===== src/sv/slash_pkg.sv =====
// Package: shared types, constants and S-box function for the six-lane hash unit.
package slash_pkg;

  localparam int LengthBitsDefault = 32;
  localparam int MsgLenW = 32;

  localparam logic [63:0] K_PHI = 64'h9E3779B97F4A7C15;
  localparam logic [63:0] K_M1  = 64'h85EBCA77C2B2AE3D;
  localparam logic [63:0] K_M2  = 64'hBF58476D1CE4E5B9;
  localparam logic [63:0] K_M3  = 64'h94D049BB133111EB;
  localparam logic [63:0] K_M4  = 64'hA3C8B9D5E1F2A7B4;
  localparam logic [63:0] K_M5  = 64'hC6A4A7935BD1E995;

  localparam logic CMD_START = 1'b0;
  localparam logic CMD_DATA  = 1'b1;

  localparam logic ST_DONE    = 1'b0;
  localparam logic ST_DROPPED = 1'b1;

  typedef struct packed {
    logic        command;
    logic [63:0] seed;
    logic [31:0] message_length;
    logic [63:0] data_word;
  } in_item_t;

  typedef struct packed {
    logic [63:0] hash_value;
    logic        status;
  } out_item_t;

  // Multiplier job handed to the shared multiply unit.
  typedef struct packed {
    logic        start;
    logic [63:0] a;
    logic [63:0] b;
  } mul_req_t;

  typedef struct packed {
    logic        done;
    logic [63:0] p;
  } mul_rsp_t;

  typedef logic [3:0][63:0] word4_t;

  function automatic word4_t sbox4(input word4_t v);
    logic [63:0] a, b, c, d;
    word4_t r;
    a = v[0]; b = v[1]; c = v[2]; d = v[3];
    a ^= b & c; b ^= a | d; d ^= b | c; c ^= b & d; b ^= a | c; a ^= b | d;
    r[0] = b; r[1] = c; r[2] = d; r[3] = a;
    return r;
  endfunction

  function automatic logic [63:0] rotl64(input logic [63:0] x, input logic [5:0] k);
    return (x << k) | (x >> (7'd64 - {1'b0, k}));
  endfunction

endpackage


===== src/sv/slash_mul.sv =====
// Shared 64x64 low-half multiplier built from 32x32 partial products.
module slash_mul (
  input  logic                clk,
  input  logic                rst_n,
  input  slash_pkg::mul_req_t req,
  output slash_pkg::mul_rsp_t rsp
);
  import slash_pkg::*;

  logic [63:0] a_r, b_r, acc_r;
  logic [63:0] pp_r;
  logic [2:0]  step_r;
  logic        busy_r;
  logic        done_r;
  logic [31:0] opa, opb;

  always_comb begin
    case (step_r)
      3'd0:    begin opa = a_r[31:0];  opb = b_r[31:0];  end
      3'd1:    begin opa = a_r[31:0];  opb = b_r[63:32]; end
      default: begin opa = a_r[63:32]; opb = b_r[31:0];  end
    endcase
  end

  always_ff @(posedge clk) begin
    if (!rst_n) begin
      busy_r <= 1'b0;
      done_r <= 1'b0;
      step_r <= '0;
    end else begin
      done_r <= 1'b0;
      if (req.start) begin
        a_r    <= req.a;
        b_r    <= req.b;
        acc_r  <= '0;
        step_r <= '0;
        busy_r <= 1'b1;
      end else if (busy_r) begin
        // Register each partial product and accumulate it in the following cycle.
        pp_r <= opa * opb;
        if (step_r != 3'd0) begin
          if (step_r == 3'd1) acc_r <= acc_r + pp_r;
          else                acc_r <= acc_r + {pp_r[31:0], 32'd0};
        end
        step_r <= step_r + 3'd1;
        if (step_r == 3'd3) begin
          busy_r <= 1'b0;
          done_r <= 1'b1;
        end
      end
    end
  end

  assign rsp.done = done_r;
  assign rsp.p    = acc_r;
endmodule

===== config.mk =====
export PLATFORM = sky130hd
export DESIGN_NAME = slash_mul
export DESIGN_NICKNAME = d
export VERILOG_FILES = /design/src/sv/slash_pkg.sv /design/src/sv/slash_mul.sv
export SDC_FILE = /design/constraint.sdc
export NUM_CORES = 2
export LEC_CHECK = 0
export ABC_AREA = 1
export ABC_CLOCK_PERIOD_IN_PS = 10400
export BUFFER_PORTS_ARGS = -buffer_cell sky130_fd_sc_hd__clkbuf_2
export CORE_UTILIZATION = 50
export DETAILED_ROUTE_END_ITERATION = 8
export GPL_TIMING_DRIVEN = 0
export PLACE_DENSITY = 0.77
export SYNTH_ARGS = -nofsm -noshare
export SYNTH_HDL_FRONTEND = slang
export SYNTH_SLANG_ARGS = --single-unit

===== constraint.sdc =====
create_clock -name clk -period 10.4 [get_ports clk]
set_input_delay 1.04 -clock clk [delete_from_list [all_inputs] [get_ports clk]]
set_output_delay 1.04 -clock clk [all_outputs]
set_load 0.01 [all_outputs]

; Word-level counts from Yosys, hierarchy flattened
; Cells that the tools add are included.
; W data, S select, Z words.
[word_totals]
reg_bits = 261
inputBits = 131
elab_cells = 35
[op_classes]
mul = 1
n_bitwise = 3
n_eq_ne = 2
n_mux = 9
n_reduce_logical = 10
n_addsub = 3
[op_table]
columns = cell, n
row1 = $mux W64, 3
row2 = $add A64 B64 Y64, 2
row3 = $mul A32 B32 Y64, 1
row4 = $mux W32, 2
row5 = $reduce_and A3 Y1, 2
row6 = $mux W1, 4
row7 = $reduce_bool A2 Y1, 2
row8 = $reduce_or A2 Y1, 2
row9 = $add A3 B1 Y3 const B, 1
row10 = $eq A3 B1 Y1 const B, 1
row11 = $eq A3 B2 Y1 const B, 1
row12 = $logic_not A3 Y1, 1
row13 = $not A1 Y1, 3
row14 = $reduce_bool A3 Y1, 1
row15 = $reduce_or A3 Y1, 1
row16 = $reduce_and A2 Y1, 1

; Longest topological paths before layout
[depth]
ltp_word = 4
ltp_mapped = 38

; Least setup slack after synthesis
; Ideal clock, no wire load.
[synth_timing]
path_kind = register -> register
from = register step_r[0]
to = register pp_r[53], data pin
path_stages_with_launch = 36
t_required_ps = 10148
path_slack_ps = 3203
n_path_buf = 2
arrival_time_ps = 6945
path_cell_list = dfxtp_1 -> inv_1 -> ha_1 -> nand2_1 -> inv_2 -> nor2_8 -> clkbuf_1 -> or2_2 -> o21ai_2 -> inv_1 -> buf_2 -> nand2_1 -> fa_1 -> inv_1 -> fa_1 -> fa_1 -> inv_1 -> fa_1 -> inv_1 -> fa_1 -> fa_1 -> fa_1 -> inv_1 -> fa_1 -> inv_1 -> ha_1 -> a21oi_1 -> inv_1 -> nor2_1 -> o21ai_0 -> a21oi_1 -> nor2_1 -> nor3_1 -> nand2_1 -> nand2_1 -> nand2_1
[synth_via]
elab_chain_cells = 4
[synth_rtl]
columns = item, line
row1 = start: declaration, slash_mul.sv:12  ; logic [2:0] step_r;
row2 = start signal: assignment, slash_mul.sv:45  ; step_r <= step_r + 3'd1;
row3 = $eq A3 B1 Y1 or $logic_not A3 Y1 (tied branches), slash_mul.sv:18  ; case (step_r)
row4 = $reduce_or A2 Y1 (no line), n/a
row5 = $mux W32, slash_mul.sv:18
row6 = $mul A32 B32 Y64 *, slash_mul.sv:40  ; pp_r <= opa * opb;
row7 = end signal: assignment, slash_mul.sv:40
row8 = end: declaration, slash_mul.sv:11  ; logic [63:0] pp_r;
; Mark *: on every way between the ends. The rest lies on a longest branch, timed or not.
; A chain may end at the register's enable or synchronous reset.

; Worst setup path in the final report
[layout_timing]
from = register step_r[1]
to = register pp_r[62], data pin
; The elaborated chain is that of the path after synthesis.

==> metrics.md <==
| Metric | Value |
|---|---|
| Status | `completed` |
| Main synth FF type | `edfxtp_1` |
| DPL Wire Length | `172000 microns` |
| R2R Setup Slk | `0.36 ns` |
| Metal3 WL | `23400 microns` |
| Via-per-instance ratio | `5.66` |
| Fill cell count | `9460` |
| Achievable Freq | `99.6 MHz` |
| Post-synth EDFFs | `256` |
| Synth Area per Inst | `7.96 sq um` |
| CP Max Fanout | `10` |
| DRC | `0` |
| Final setup vio count | `0` |
| Hold depth | `2` |
| Routed wl met2 | `88500 microns` |
| Data required time of the critical path | `10.72 ns` |
| Antenna violation net count after detailed routing | `0` |
| Worst Hold End | `step_r[0]` |
| First-pass GRT wire length | `294000 microns` |
| Max layer used | `met5` |
| Layout area overhead | `7.40%` |
| H-tree depth | `1` |
| Clock Sinks | `261` |
| Die Wd | `320 microns` |
| DIE AREA | `0.102 sq mm` |
| First DRT Iteration DRCs | `4908` |
| Worst path slowest cell | `o21ai_2` |
| Syn_nets | `7734` |
| Final hold vios | `0` |
| Nets | `7963` |
| IO Pins | `196` |
| Pins Over Slew Limit | `0` |
| Synth Register Bits | `261` |
| CTS buffer count | `29` |
| Pin count of the biggest net entering global routing | `100` |
| RR Endpoint | `pp_r[62]` |
| Min-delay worst type | `reg -> reg` |
| Initial Utilization | `50.5%` |
| Yosys top cell area share | `35.6%` |
| FF+latch area | `0.00779 sq mm` |
| Share of cells above drive strength 1 | `7.93%` |
| Final Critical Period | `10.04 ns` |
| CP arrival | `10.37 ns` |
| Hold buffers post-CTS | `0` |
| Overall Global Routing Usage | `40.3%` |
| Fraction of registers with async set/reset | `0%` |
| Post-Syn Area | `0.0505 sq mm` |
| Vias in the first global route | `44600` |
| DR WL/cell | `25.9 microns` |
| Via Count | `44800` |
| Startpoint types | `flip-flop` |
| Largest area contributor in the netlist | `fa_1` |
| TNS Setup | `0 ns` |
| GRT overflow | `0` |
| Synth top area cells | `fa_1 36%, edfxtp_1 15%, inv_1 11%` |
| Metal-1 WL | `70900 microns` |
| CTS tree | `built` |
| RSZ-0062 raised after global routing | `false` |
| Core ar. | `0.100 sq mm` |
| Row Count | `116` |
| DR pass1 iterations | `6` |
| Routed wire length | `204000 microns` |
| Netlist cell types | `46` |
| Die height | `320 microns` |
| Routability cong. | `1.13` |
| Max-Cap Viols | `0` |
| Max-slew headroom at the worst pin | `1.08%` |
| Crit path top cell by count | `fa_1` |
| Period utilization | `96.6%` |
| Multi-input gate area | `0.0364 sq mm` |
| CP endpoint kind | `flip-flop` |
| Gate Count Post-Synth | `6344` |
| Worst R2R Start | `step_r[1]` |
| Post-CTS Setup Inserts | `0` |
| Clock slew at the register clock pins of the worst setup and hold paths | `0.06 ns` |
| Initial antenna violation count | `6` |
| Post-synthesis sequential area ratio | `15.4%` |
| Clk_skew | `0.0202 ns` |
| Worst-case reg-to-reg path depth | `28` |
| Clk root buf | `clkbuf_16` |
| Slew @ Worst Pin | `1.48 ns` |
| Skew-Pair Late Insertion Delay | `0.62 ns` |
| Ys Warns | `0` |
| CTS resizes | `0` |
| Clk buf depth | `3` |
| Layout Utilization | `54.2%` |
| Hold_sp | `step_r[0]` |
| WS Path Type | `reg -> reg` |
| PortBufs | `194` |
| Critical path's largest stage delay | `0.94 ns` |
==> cell usage in the layout, fill, tap and decap left out, drive strengths merged <==
master,instances
nand3b,15
bufinv,4
a211oi,5
diode,7
clkinvlp,3
a21oi,205
o21ai,188
o21bai,11
o21a,14
edfxtp,256
buf,138
fa,898
and3,1
nand4,21
nand2,1372
nor4,6
a21boi,4
nor3,40
a21o,8
o211ai,2
ha,361
inv,1463
dfxtp,5
clkbuf,278
nor2,985
a31oi,4
nor3b,1
clkinv,7
xor2,69
nand3,173
xnor2,16
or2,40
and2,2
==> area by class of cell <==
class	count	share of cell area [%]
timing repair buffer	198	1.95
inverter	1459	10.1
tap	1298	2.99
clock inverter	18	0.420
multi-input combinational	4441	67.0
clock buffer	35	1.45
buffer	183	1.67
sequential	261	14.3
antenna	7	0.0323
==> worst max-delay path by stage <==
stage / startpoint / endpoint / slack, ns / depth (start not counted)
3_3_place_gp: step_r[1] / pp_r[62] / 0.72 / 28
5_1_grt: step_r[1] / pp_r[62] / 0.30 / 28
3_5_place_dp: step_r[1] / pp_r[62] / 0.68 / 28
6_report: step_r[1] / pp_r[62] / 0.36 / 28
2_1_floorplan: step_r[0] / pp_r[53] / 3.20 / 35
4_1_cts: step_r[1] / pp_r[62] / 0.62 / 28
==> sequential cells by signal, summed over array words and instances, names as in the netlist <==
name	cells
a_r	64
acc_r	64
b_r	64
busy_r	1
done_r	1
pp_r	64
step_r	3
==> stage by stage <==
stage / instances / worst slack (ns) / hold WS, ns / instance area (sq um)
floorplan: 6344 / 3.20 / 0.473 / 50500
global placement: 7836 / 0.719 / 0.489 / 53100
detailed placement: 7840 / 0.682 / 0.500 / 53200
CTS: 7893 / 0.617 / 0.512 / 54300
global route: 7893 / 0.296 / 0.568 / 54300
finish: 7900 / 0.358 / 0.515 / 54300
==> cell families after synthesis <==
logic type | after synthesis | synth area share [%]
AOI/OAI and AO/OA | 441 | 5.10
xor gates and xnor gates | 85 | 1.47
adders and majority gates | 1259 | 44.5
buffers and inverters | 1642 | 12.6
DFF | 261 | 15.4
and+or+nand+nor | 2656 | 20.9
==> synthesized netlist by cell type (all sizes together) (2+ instances only) <==
cell    count
o211ai      2
dfxtp       5
nor3       40
nor4        6
nand3b     15
fa        898
ha        361
clkbuf     49
xnor2      16
a31oi       4
and2        2
buf       134
a21oi     205
nor2      985
nand4      21
nand2    1372
or2        40
o21ai     188
inv      1459
o21bai     11
a21boi      4
o21a       14
a21o        8
a211oi      5
nand3     173
edfxtp    256
xor2       69
==> worst max-delay path, delay by kind of cell (launching register included) <==
kind / cells / cell delay, ns
buf+inv: 8 / 1.82
simple gates: 5 / 0.70
fa+ha+maj: 10 / 4.84
compound gates: 5 / 2.05
flops: 1 / 0.31
==> routing by layer <==
layer  GRT usage (%)  vias to the layer above
li1                -                    19400
met1            47.4                    21500
met2            62.1                     3021
met3            10.0                      820
met4            33.7                        6
met5               0                        -
Power is not shown: default switching activity piles up to over one toggle a cycle in this logic, so the estimate is an artifact.
